$ cat src/rtl/core/sgi_rle_row_decoder_defines.svh
// ----------------------------------------------------------------------------
// SGI RLE row decoder assertion macros
// Shared concurrent assertion forms, clocked and disabled during reset.
// ----------------------------------------------------------------------------
`ifndef SGI_RLE_ROW_DECODER_DEFINES_SVH
`define SGI_RLE_ROW_DECODER_DEFINES_SVH

// Property holds at every clock edge out of reset.
`define SRD_ASSERT_ALWAYS(label, clk, rst_n, prop) \
    label: assert property (@(posedge clk) disable iff (!rst_n) (prop)) \
        else $error("srd assertion failed");

// Antecedent implies consequent in the same cycle.
`define SRD_ASSERT_IMPL(label, clk, rst_n, ante, cons) \
    label: assert property (@(posedge clk) disable iff (!rst_n) (ante) |-> (cons)) \
        else $error("srd assertion failed");

// Antecedent implies consequent in the next cycle.
`define SRD_ASSERT_NEXT(label, clk, rst_n, ante, cons) \
    label: assert property (@(posedge clk) disable iff (!rst_n) (ante) |=> (cons)) \
        else $error("srd assertion failed");

`endif

$ cat src/rtl/core/srd_pkg.sv
// ----------------------------------------------------------------------------
// SGI RLE row decoder package
// Result type, decoder mode codes and fixed constants.
// ----------------------------------------------------------------------------
package srd_pkg;

    localparam int CFG_INDEX_W = 1;
    localparam int CFG_DATA_W  = 16;

    localparam logic [CFG_INDEX_W-1:0] REG_BYTES_PER_CHANNEL = 1'b0;
    localparam logic [CFG_INDEX_W-1:0] REG_ROW_WIDTH         = 1'b1;

    localparam logic [1:0]  BPC_RESET     = 2'd1;
    localparam logic [1:0]  BPC_WIDE      = 2'd2;
    localparam logic [15:0] ROW_WIDTH_RST = 16'd256;

    localparam logic [7:0] CTRL_LITERAL = 8'h80;
    localparam logic [6:0] RUN_MASK     = 7'h7F;

    localparam int QUEUE_DEPTH = 4;
    localparam int QUEUE_PTR_W = 2;
    localparam int QUEUE_CNT_W = 3;

    typedef enum logic [5:0] {
        MODE_DONE     = 6'b000001,
        MODE_CTRL     = 6'b000010,
        MODE_LIT      = 6'b000100,
        MODE_LIT_SKIP = 6'b001000,
        MODE_REP      = 6'b010000,
        MODE_REP_SKIP = 6'b100000
    } mode_t;

    typedef struct packed {
        logic [7:0] pixel_value;
        logic [6:0] run_length;
        logic       row_end;
        logic       short_row;
    } result_t;

endpackage

$ cat src/rtl/core/srd_front.sv
// ----------------------------------------------------------------------------
// SGI RLE row decoder front end
// Holds configuration, classifies each byte and tracks the row position.
// ----------------------------------------------------------------------------
module srd_front
    import srd_pkg::*;
#(
    parameter int WIDTH_BITS = 16
) (
    input  logic                   clk,
    input  logic                   rst_n,
    input  logic                   wr_en,
    input  logic [CFG_INDEX_W-1:0] wr_index,
    input  logic [CFG_DATA_W-1:0]  wr_data,
    input  logic                   in_fire,
    input  logic [7:0]             data_byte,
    input  logic                   row_start,
    output logic                   res_valid,
    output result_t                res
);

    logic [1:0]            bpc_reg;
    logic [15:0]           row_width_reg;
    mode_t                 mode_reg, mode_next, mode_cur;
    logic [6:0]            rem_reg, rem_next, rem_cur, rem_dec;
    logic [WIDTH_BITS-1:0] pw_reg, pw_next, pw_cur;
    logic [WIDTH_BITS-1:0] width_eff, diff, len_ext;
    logic                  room_zero, room_one, wide;

    always_ff @(posedge clk or negedge rst_n)
    begin
        if (!rst_n)
        begin
            bpc_reg       <= BPC_RESET;
            row_width_reg <= ROW_WIDTH_RST;
        end
        else if (wr_en)
        begin
            case (wr_index)
                REG_BYTES_PER_CHANNEL: bpc_reg       <= wr_data[1:0];
                REG_ROW_WIDTH:         row_width_reg <= wr_data;
                default:               ;
            endcase
        end
    end

    always_ff @(posedge clk or negedge rst_n)
    begin
        if (!rst_n)
        begin
            mode_reg <= MODE_CTRL;
            rem_reg  <= '0;
            pw_reg   <= '0;
        end
        else
        begin
            mode_reg <= mode_next;
            rem_reg  <= rem_next;
            pw_reg   <= pw_next;
        end
    end

    always_comb
    begin
        wide      = (bpc_reg == BPC_WIDE);
        mode_cur  = row_start ? MODE_CTRL : mode_reg;
        rem_cur   = row_start ? 7'd0 : rem_reg;
        pw_cur    = row_start ? '0 : pw_reg;
        rem_dec   = rem_cur - 7'd1;
        width_eff = row_width_reg[WIDTH_BITS-1:0];
        diff      = width_eff - pw_cur;
        room_zero = (width_eff <= pw_cur);
        room_one  = !room_zero && (diff == {{(WIDTH_BITS-1){1'b0}}, 1'b1});
        len_ext   = {{(WIDTH_BITS-7){1'b0}}, rem_cur};

        mode_next = mode_reg;
        rem_next  = rem_reg;
        pw_next   = pw_reg;
        res_valid = 1'b0;
        res       = '0;

        if (in_fire)
        begin
            mode_next = mode_cur;
            rem_next  = rem_cur;
            pw_next   = pw_cur;
            case (mode_cur)
                MODE_CTRL:
                begin
                    if (room_zero)
                    begin
                        mode_next   = MODE_DONE;
                        res_valid   = 1'b1;
                        res.row_end = 1'b1;
                    end
                    else if (data_byte == 8'd0)
                    begin
                        mode_next     = MODE_DONE;
                        res_valid     = 1'b1;
                        res.row_end   = 1'b1;
                        res.short_row = 1'b1;
                    end
                    else if ((data_byte[6:0] & RUN_MASK) != 7'd0)
                    begin
                        rem_next  = data_byte[6:0];
                        mode_next = ((data_byte & CTRL_LITERAL) != 8'd0) ? MODE_LIT : MODE_REP;
                    end
                end
                MODE_LIT:
                begin
                    res_valid = 1'b1;
                    if (room_zero)
                    begin
                        mode_next   = MODE_DONE;
                        res.row_end = 1'b1;
                    end
                    else
                    begin
                        pw_next         = pw_cur + {{(WIDTH_BITS-1){1'b0}}, 1'b1};
                        rem_next        = rem_dec;
                        res.pixel_value = data_byte;
                        res.run_length  = 7'd1;
                        if (room_one)
                        begin
                            mode_next   = MODE_DONE;
                            res.row_end = 1'b1;
                        end
                        else if (wide)
                            mode_next = MODE_LIT_SKIP;
                        else
                            mode_next = (rem_dec == 7'd0) ? MODE_CTRL : MODE_LIT;
                    end
                end
                MODE_LIT_SKIP:
                    mode_next = (rem_cur == 7'd0) ? MODE_CTRL : MODE_LIT;
                MODE_REP:
                begin
                    res_valid = 1'b1;
                    if (room_zero)
                    begin
                        mode_next   = MODE_DONE;
                        res.row_end = 1'b1;
                    end
                    else
                    begin
                        rem_next        = 7'd0;
                        res.pixel_value = data_byte;
                        if (len_ext >= diff)
                        begin
                            pw_next        = width_eff;
                            mode_next      = MODE_DONE;
                            res.run_length = diff[6:0];
                            res.row_end    = 1'b1;
                        end
                        else
                        begin
                            pw_next        = pw_cur + len_ext;
                            mode_next      = wide ? MODE_REP_SKIP : MODE_CTRL;
                            res.run_length = rem_cur;
                        end
                    end
                end
                MODE_REP_SKIP:
                    mode_next = MODE_CTRL;
                MODE_DONE:
                    mode_next = MODE_DONE;
                default:
                    mode_next = MODE_DONE;
            endcase
        end
    end

endmodule

$ cat src/rtl/core/srd_back.sv
// ----------------------------------------------------------------------------
// SGI RLE row decoder back end
// Short result queue that presents the oldest request on the output side.
// ----------------------------------------------------------------------------
`include "sgi_rle_row_decoder_defines.svh"

module srd_back
    import srd_pkg::*;
(
    input  logic       clk,
    input  logic       rst_n,
    input  logic       wr,
    input  result_t    wr_data,
    output logic       full,
    output logic       empty,
    input  logic       pop,
    output logic [7:0] pixel_value,
    output logic [6:0] run_length,
    output logic       row_end,
    output logic       short_row
);

    result_t                q_reg [QUEUE_DEPTH];
    logic [QUEUE_PTR_W-1:0] wr_ptr_reg, rd_ptr_reg;
    logic [QUEUE_CNT_W-1:0] count_reg, count_next;
    logic                   do_pop;
    result_t                head;

    assign full   = (count_reg == QUEUE_CNT_W'(QUEUE_DEPTH));
    assign empty  = (count_reg == '0);
    assign do_pop = pop && !empty;
    assign head   = q_reg[rd_ptr_reg];

    assign pixel_value = head.pixel_value;
    assign run_length  = head.run_length;
    assign row_end     = head.row_end;
    assign short_row   = head.short_row;

    always_comb
    begin
        count_next = count_reg;
        if (wr && !do_pop)
            count_next = count_reg + QUEUE_CNT_W'(1);
        else if (!wr && do_pop)
            count_next = count_reg - QUEUE_CNT_W'(1);
    end

    always_ff @(posedge clk)
    begin
        if (wr)
            q_reg[wr_ptr_reg] <= wr_data;
    end

    always_ff @(posedge clk or negedge rst_n)
    begin
        if (!rst_n)
        begin
            wr_ptr_reg <= '0;
            rd_ptr_reg <= '0;
            count_reg  <= '0;
        end
        else
        begin
            if (wr)
                wr_ptr_reg <= wr_ptr_reg + QUEUE_PTR_W'(1);
            if (do_pop)
                rd_ptr_reg <= rd_ptr_reg + QUEUE_PTR_W'(1);
            count_reg <= count_next;
        end
    end

    `SRD_ASSERT_ALWAYS(a_count_bound, clk, rst_n, count_reg <= QUEUE_CNT_W'(QUEUE_DEPTH))
    `SRD_ASSERT_IMPL(a_no_write_full, clk, rst_n, wr, !full || do_pop)
    `SRD_ASSERT_NEXT(a_push_grows, clk, rst_n, wr && !do_pop, count_reg == $past(count_reg) + QUEUE_CNT_W'(1))
    `SRD_ASSERT_NEXT(a_pop_shrinks, clk, rst_n, do_pop && !wr, count_reg == $past(count_reg) - QUEUE_CNT_W'(1))
    `SRD_ASSERT_ALWAYS(a_ptr_gap, clk, rst_n, (wr_ptr_reg - rd_ptr_reg) == count_reg[QUEUE_PTR_W-1:0])

endmodule

$ cat src/rtl/core/sgi_rle_row_decoder.sv
// ----------------------------------------------------------------------------
// SGI RLE row decoder
// Decodes one channel row of SGI run-length data into (value, length) runs.
// ----------------------------------------------------------------------------
//  channel   ports                                         handshake
//  input     data_byte, row_start                          push / full
//  result    pixel_value, run_length, row_end, short_row   empty / pop
//  config    wr_index, wr_data                             wr_en
//
//  One byte is taken per cycle while full is low; its run is queued that cycle.
//  The front decode step updates mode, remaining run and row position per byte.
//  A four-entry result queue decouples output stalls from input acceptance.
//  full rises only when the queue holds four unread results.
//  Reset is asynchronous, active low, and needs no clearing pass.
// ----------------------------------------------------------------------------
module sgi_rle_row_decoder
    import srd_pkg::*;
#(
    parameter int WIDTH_BITS = 16
) (
    input  logic                   clk,
    input  logic                   rst_n,
    input  logic                   wr_en,
    input  logic [CFG_INDEX_W-1:0] wr_index,
    input  logic [CFG_DATA_W-1:0]  wr_data,
    input  logic                   push,
    output logic                   full,
    input  logic [7:0]             data_byte,
    input  logic                   row_start,
    output logic                   empty,
    input  logic                   pop,
    output logic [7:0]             pixel_value,
    output logic [6:0]             run_length,
    output logic                   row_end,
    output logic                   short_row
);

    logic    in_fire;
    logic    res_valid;
    result_t res;

    assign in_fire = push && !full;

    srd_front #(
        .WIDTH_BITS (WIDTH_BITS)
    ) u_front (
        .clk       (clk),
        .rst_n     (rst_n),
        .wr_en     (wr_en),
        .wr_index  (wr_index),
        .wr_data   (wr_data),
        .in_fire   (in_fire),
        .data_byte (data_byte),
        .row_start (row_start),
        .res_valid (res_valid),
        .res       (res)
    );

    srd_back u_back (
        .clk         (clk),
        .rst_n       (rst_n),
        .wr          (res_valid),
        .wr_data     (res),
        .full        (full),
        .empty       (empty),
        .pop         (pop),
        .pixel_value (pixel_value),
        .run_length  (run_length),
        .row_end     (row_end),
        .short_row   (short_row)
    );

endmodule

$ cat config.mk
export PLATFORM = sky130hd
export DESIGN_NAME = sgi_rle_row_decoder
export DESIGN_NICKNAME = d
export VERILOG_FILES = /design/src/rtl/core/srd_pkg.sv /design/src/rtl/core/srd_front.sv /design/src/rtl/core/srd_back.sv /design/src/rtl/core/sgi_rle_row_decoder.sv
export VERILOG_INCLUDE_DIRS = /design/src /design/src/rtl/core
export SDC_FILE = /design/constraint.sdc
export NUM_CORES = 1
export LEC_CHECK = 0
export BUFFER_PORTS_ARGS = -buffer_cell sky130_fd_sc_hd__buf_2
export CAP_MARGIN = 10
export CORE_UTILIZATION = 42
export CTS_BUF_LIST = sky130_fd_sc_hd__clkbuf_8
export CTS_CLUSTER_SIZE = 40
export DETAILED_ROUTE_END_ITERATION = 8
export GPL_ROUTABILITY_DRIVEN = 0
export GPL_TIMING_DRIVEN = 0
export PLACE_DENSITY = 0.57
export SKIP_CTS_REPAIR_TIMING = 1
export SYNTH_ARGS = -nofsm -noshare
export SYNTH_HDL_FRONTEND = slang
export SYNTH_SLANG_ARGS = --single-unit
$ cat constraint.sdc
create_clock -name clk -period 5.1 [get_ports clk]
set_clock_uncertainty 0.05 [all_clocks]
set_input_delay 0.255 -clock clk [delete_from_list [all_inputs] [get_ports clk]]
set_output_delay 0.255 -clock clk [all_outputs]
set_load 0.02 [all_outputs]
# --- Yosys cells after proc, flatten, opt, wreduce, memory -nomap -nowiden ---
# Memory sizes are Yosys's and may differ from the RTL's.
# Index checks and enable logic that the tools add are counted.
totals:
  regBits: 54
  latch_bits: 0
  ramBits: 68
  rom_bits: 0
  input_bits: 31
  out_inout_bits: 19
  word_cells: 95
  mem_count: 1
classes:
  add_sub_neg: 8
  mul: 0
  div_mod_pow: 0
  n_lt_le_gt_ge: 2
  eq_ne: 8
  shifts: 0
  muxes: 48
  n_bitwise: 1
  reduce_logical: 19
memory_table:
  columns: ["name", "words", "width", "rd", "rd_ports_with_merged_regs", "write_ports", "line_no", "text"]
  rows:
  - ["u_back.q_reg", 4, 17, 1, 0, 1, "srd_back.sv:23", "result_t q_reg [QUEUE_DEPTH];"]
ops:
  columns: ["operator", "count"]
  rows:
  - ["$mux W16", 4]
  - ["$mux W6", 10]
  - ["$mux W7", 7]
  - ["$pmux W16 S2", 1]
  - ["$mux W15", 2]
  - ["$pmux W15 S2", 1]
  - ["$pmux W6 S5", 1]
  - ["$pmux W7 S3", 1]
  - ["$mux W17", 1]
  - ["$add A16 B1 Y16 const B", 1]
  - ["$add A16 B7 Y16", 1]
  - ["$eq A16 B1 Y1 const B", 1]
  - ["$ge A7 B16 Y1", 1]
  - ["$le A16 B16 Y1", 1]
  - ["$sub A16 B16 Y16", 1]
  - ["$logic_not A7 Y1", 2]
  - ["$mux W1", 12]
  - ["$mux W3", 4]
  - ["$logic_not A8 Y1", 1]
  - ["$reduce_bool A7 Y1", 1]
  - ["$sub A7 B1 Y7 const B", 1]
  - ["$eq A6 B2 Y1 const B", 1]
  - ["$eq A6 B3 Y1 const B", 1]
  - ["$eq A6 B4 Y1 const B", 1]
  - ["other kinds (18)", 28]

# --- Depth between registers and ports, before layout ---
depth:
  ltp_word: 9
  ltp_mapped: 21
  ltp_nobuf: 17

# --- By module ---
# From an unflattened synthesis, not the netlist that was laid out.
unflattened:
  hier_cells: 753
  area_unflattened_um2: 7923.8
by_module_without_submodules:
  columns: ["module", "instances", "cells_per_inst", "area_each_um2", "seq_area_each_um2"]
  rows:
  - ["srd_front", 1, 628, 5013.6, 1179.9]
  - ["srd_back", 1, 124, 2896.5, 2217.1]
  - ["sgi_rle_row_decoder", 1, 1, 13.8, 0.0]

# --- Least setup slack after synthesis ---
# Ideal clock, no wire load.
synth_path:
  path_type: "in2reg"
  startpoint: "input row_start"
  endpoint: "register u_back.count_reg[1]"
  setup_ns: 0.125
  arrival_ns: 4.306
  t_required_ns: 4.925
  setup_slack_ns: 0.620
  stages: 19
  path_buffers: 4
  cell_sequence: "clkbuf_1 > clkbuf_1 > clkbuf_1 > clkbuf_1 > nor2b_1 > ha_1 > fa_1 > nand2b_4 > a21oi_2 > o21bai_1 > and4_1 > nor2_1 > a21oi_1 > o21ai_0 > inv_1 > ha_1 > inv_1 > fa_1 > mux2_2"
synth_via:
  elab_cells_between_ends: 15
  classes_between: "order compare (1); eq/ne (3); mux (6); reduce/logical (5)"
synth_lines:
  columns: ["element", "line_no", "text"]
  rows:
  - ["start, declared", "sgi_rle_row_decoder.sv:29", "input logic row_start,"]
  - ["$mux W16 / $mux W6 (equally long branches)", "srd_front.sv:68, srd_front.sv:66", null]
  - ["$le A16 B16 Y1 (tied with other cells)", "srd_front.sv:72", "room_zero = (width_eff <= pw_cur);"]
  - ["$mux W1 / $reduce_or A2 Y1 (equally long branches)", null, null]
  - ["$pmux W1 S2 (*)", "srd_front.sv:87", "case (mode_cur)"]
  - ["$mux W1 (*)", "srd_front.sv:82", "if (in_fire)"]
  - ["named net res_valid", "sgi_rle_row_decoder.sv:39", "logic res_valid;"]
  - ["$logic_and A1 B1 Y1 (*)", "srd_back.sv:42", "if (wr && !do_pop)"]
  - ["$mux W3 (*)", "srd_back.sv:42", null]
  - ["named net u_back.count_next[1]", "srd_back.sv:25", "logic [QUEUE_CNT_W-1:0] count_reg, count_next;"]
  - ["end signal, assigned", "srd_back.sv:68", "count_reg <= count_next;"]
  - ["end, declared", "srd_back.sv:25", null]
# Mark *: on every way through the listed nets, which the timed path passes. The rest lies on a longest branch.
# A chain may end at the register's enable or synchronous reset.

==> reports/summary.txt <==
status - completed
P&R area growth vs syn - 14.20%
initial core utilization - 42.82%
Core ar. - 17960 sq um
most common cell after layout, fill and taps aside - edfxtp_1
FMAX - 221.8 MHz
reg2reg end - u_back.q_reg[3][2]
RSZ-0062 raised after global routing - false
largest net degree at the start of global routing - 33
Worst path depth - 19
Leak - 3.490 nW
Layout fillers - 1687
MaxCap Viol Count - 0
num ports - 50
Final Util - 48.90%
Sw Ratio - 39.63%
Crit path max-delay family - buffers and inverters
worst setup path startpoint - row_start
die area - 18860 sq um
Internal - 0.002200 W
Detail Placement HPWL - 15420 microns
yosys warns - 0
xor and xnor area share after synthesis - 3.530%
DP Worst Slack - -1.196 ns
sequential cell area fraction in the yosys report - 44.16%
mux cell area share after synthesis - 11.08%
top_reg_cell synth - edfxtp_1
Iteration-0 DRC Markers - 431
WL final - 20510 microns
number of flip-flops under the largest register name - 68
Synth Register Bits - 122
vias in the first global route - 6043
internal reg-to-reg setup slack - 0.73 ns
Die Height - 137.3 microns
peak supply drop - 0.2963 mV
TritonCTS clock tree - built
Final ANT Viol Nets - 0
Reg2Reg Depth - 17
Pins Over Slew Limit - 0
Clock Latency Late Sink - 0.47 ns
number of remaining DRC errors - 0
Syn Inst Count - 739
# setup viols final - 0
Yosys top cell by area - edfxtp_1
Post-synth EDFFs - 68
FP Rows - 49
top post-synthesis cells by area - edfxtp_1, dfrtp_1, ha_1
minimum clock period - 4.508 ns
crit path capture - u_back.q_reg[3][2]
largest family of logic cells by synthesized area - simple AND/OR/NAND/NOR gates
syn nets - 811
Port Buffers - 49
CP Launch Type - input port
CP Buf/Inv Count - 5
TritonCTS buffer count - 17
critical path class - input port to flop
compound-gate portion of the synthesized area - 13.27%
Worst Hold Class - input port to flop
Max Fanout on Critical Path - 31
Tot Pwr - 0.003643 W
adder-cell area share of the yosys netlist - 6.962%
slowest cell on the critical path - buf_2
period utilization - 88.39%
Root Buffer - clkbuf_8
Clock Sinks - 122
Post-Syn Area - 7692 sq um
distinct cell type count after synthesis - 70
DRT Pass-1 Iters - 5
most frequent cells in the layout - edfxtp_1, nor2_1, nand2_1
die span in x - 137.3 microns
sum of negative setup slack - 0 ns
Worst slew margin - 31.86%
clock-pin slew on the worst setup and hold paths - 0.08 ns
sequential power share - 36.4%
syn_area_per_cell - 10.41 sq um
htree depth - 4
max incr delay on CP - 0.44 ns
nets - 894
FFs w/ async S/R, synth - 44.26%
gr ovfl total - 0
average wire per standard cell - 19.28 microns
first-pass GRT wire length - 32220 microns
NetSw - 0.001444 W
Crit path required time - 5.28 ns
# diodes - 0
initial antenna violation count - 0
Worst Slack Setup Final - 0.5924 ns
Setup crit end kind - flop
Total GRT Usage - 23.00%
share of the synthesized area in the top cell type - 26.55%
Cell Chain, Critical Path - buf_2 > clkbuf_2 > nor2b_1 > ha_1 > fa_1 > nand2b_4 > a21oi_2 > nor2_1 > xnor2_1 > inv_1 > ha_1 > nand2_1 > nor2_1 > a211o_1 > nand3_1 > buf_4 > buf_4 > mux2i_1 > o21ai_0
Vias/cell - 5.799
Max clock buf depth - 2
worst slew pin tran - 1.022 ns
combinational share of power - 40.5%
crit path DAT - 4.69 ns
pwr/cell area - 414.7 nW/um^2
Final Hold Vio Count - 0
post-synthesis simple-gate area fraction - 17.13%
R2R Path Start - u_front.pw_reg[0]
clock power share - 23.1%
share of cells above drive strength 1 - 17.72%
vias - 6170
==> worst min path at each step <==
stage,depth (start not counted),end,from
detailed placement,1,u_back.count_reg[2],rst_n
CTS,1,u_front.rem_reg[3],rst_n
floorplan,0,u_back.count_reg[0],rst_n
global placement,2,u_front.rem_reg[2],u_front.rem_reg[2]
finish,3,u_back.rd_ptr_reg[1],pop
global route,3,u_back.rd_ptr_reg[1],pop
==> through the flow <==
stage               hold slack [ns]  instances  instance area, sq um
finish                      0.04332       1064                  8785
floorplan                  -0.09059        739                  7692
global placement             0.4106       1017                  8224
CTS                         -0.2510       1050                  8618
detailed placement           0.2531       1018                  8244
global route                0.04866       1064                  8785
==> final cells by class <==
| cell class | count | area, sq um | share of cell area [%] |
|---|---|---|---|
| clock inverters | 15 | 140.1 | 1.595 |
| inverters | 34 | 127.6 | 1.453 |
| repair buffers | 67 | 435.4 | 4.957 |
| flip-flops and latches | 122 | 3397 | 38.67 |
| well taps | 229 | 286.5 | 3.262 |
| multi-input cells | 546 | 4004 | 45.58 |
| clock buffers | 17 | 234.0 | 2.663 |
| plain buffers | 34 | 160.2 | 1.823 |
==> layer usage <==
layer	global-route usage, %	up-vias	part of all wire (%)
li1	-	2902	-
met1	29.36	3025	45
met4	9.890	0	2.5
met3	4.525	43	4.6
met2	37.85	200	48
met5	0	-	0
==> Yosys cell counts, types with 17 or more instances <==
| library cell | number |
|---|---|
| nand2_1 | 60 |
| nor2_1 | 63 |
| dfrtp_1 | 51 |
| xnor2_1 | 23 |
| inv_1 | 34 |
| o21ai_0 | 31 |
| clkbuf_1 | 25 |
| mux2_2 | 22 |
| mux2i_1 | 21 |
| ha_1 | 38 |
| a21oi_1 | 38 |
| mux4_2 | 17 |
| nand3_1 | 20 |
| edfxtp_1 | 68 |
| nand2b_1 | 20 |
==> kinds of logic after synthesis <==
kind of cell,Yosys count
and+or+nand+nor,259
adders and majority gates,41
muxes,61
buffers and inverters,71
DFF,122
xor gates and xnor gates,31
AOI/OAI and AO/OA,154
==> worst register-to-register path: stages (launching register included) <==
cell and delay (ns):
dfrtp_1 0.42, nor2b_1 0.18, ha_1 0.24, fa_1 0.42, nand2b_4 0.17, a21oi_2 0.23
nor2_1 0.09, xnor2_1 0.36, inv_1 0.09, ha_1 0.34, nand2_1 0.07, nor2_1 0.05
a211o_1 0.34, nand3_1 0.14, buf_4 0.26, buf_4 0.27, mux2i_1 0.09, o21ai_0 0.34
==> power by group through the flow <==
stage / logic, W / registers (W) / clock network (W)
after floorplan: 0.00110 / 0.00130 / 0
after global placement: 0.00143 / 0.00133 / 0
after detailed placement: 0.00147 / 0.00135 / 0
after CTS: 0.00148 / 0.00132 / 0.000853
after global routing: 0.00165 / 0.00134 / 0.000892
final: 0.00148 / 0.00133 / 0.000841
Note: power is estimated with default switching activity, not from simulation.
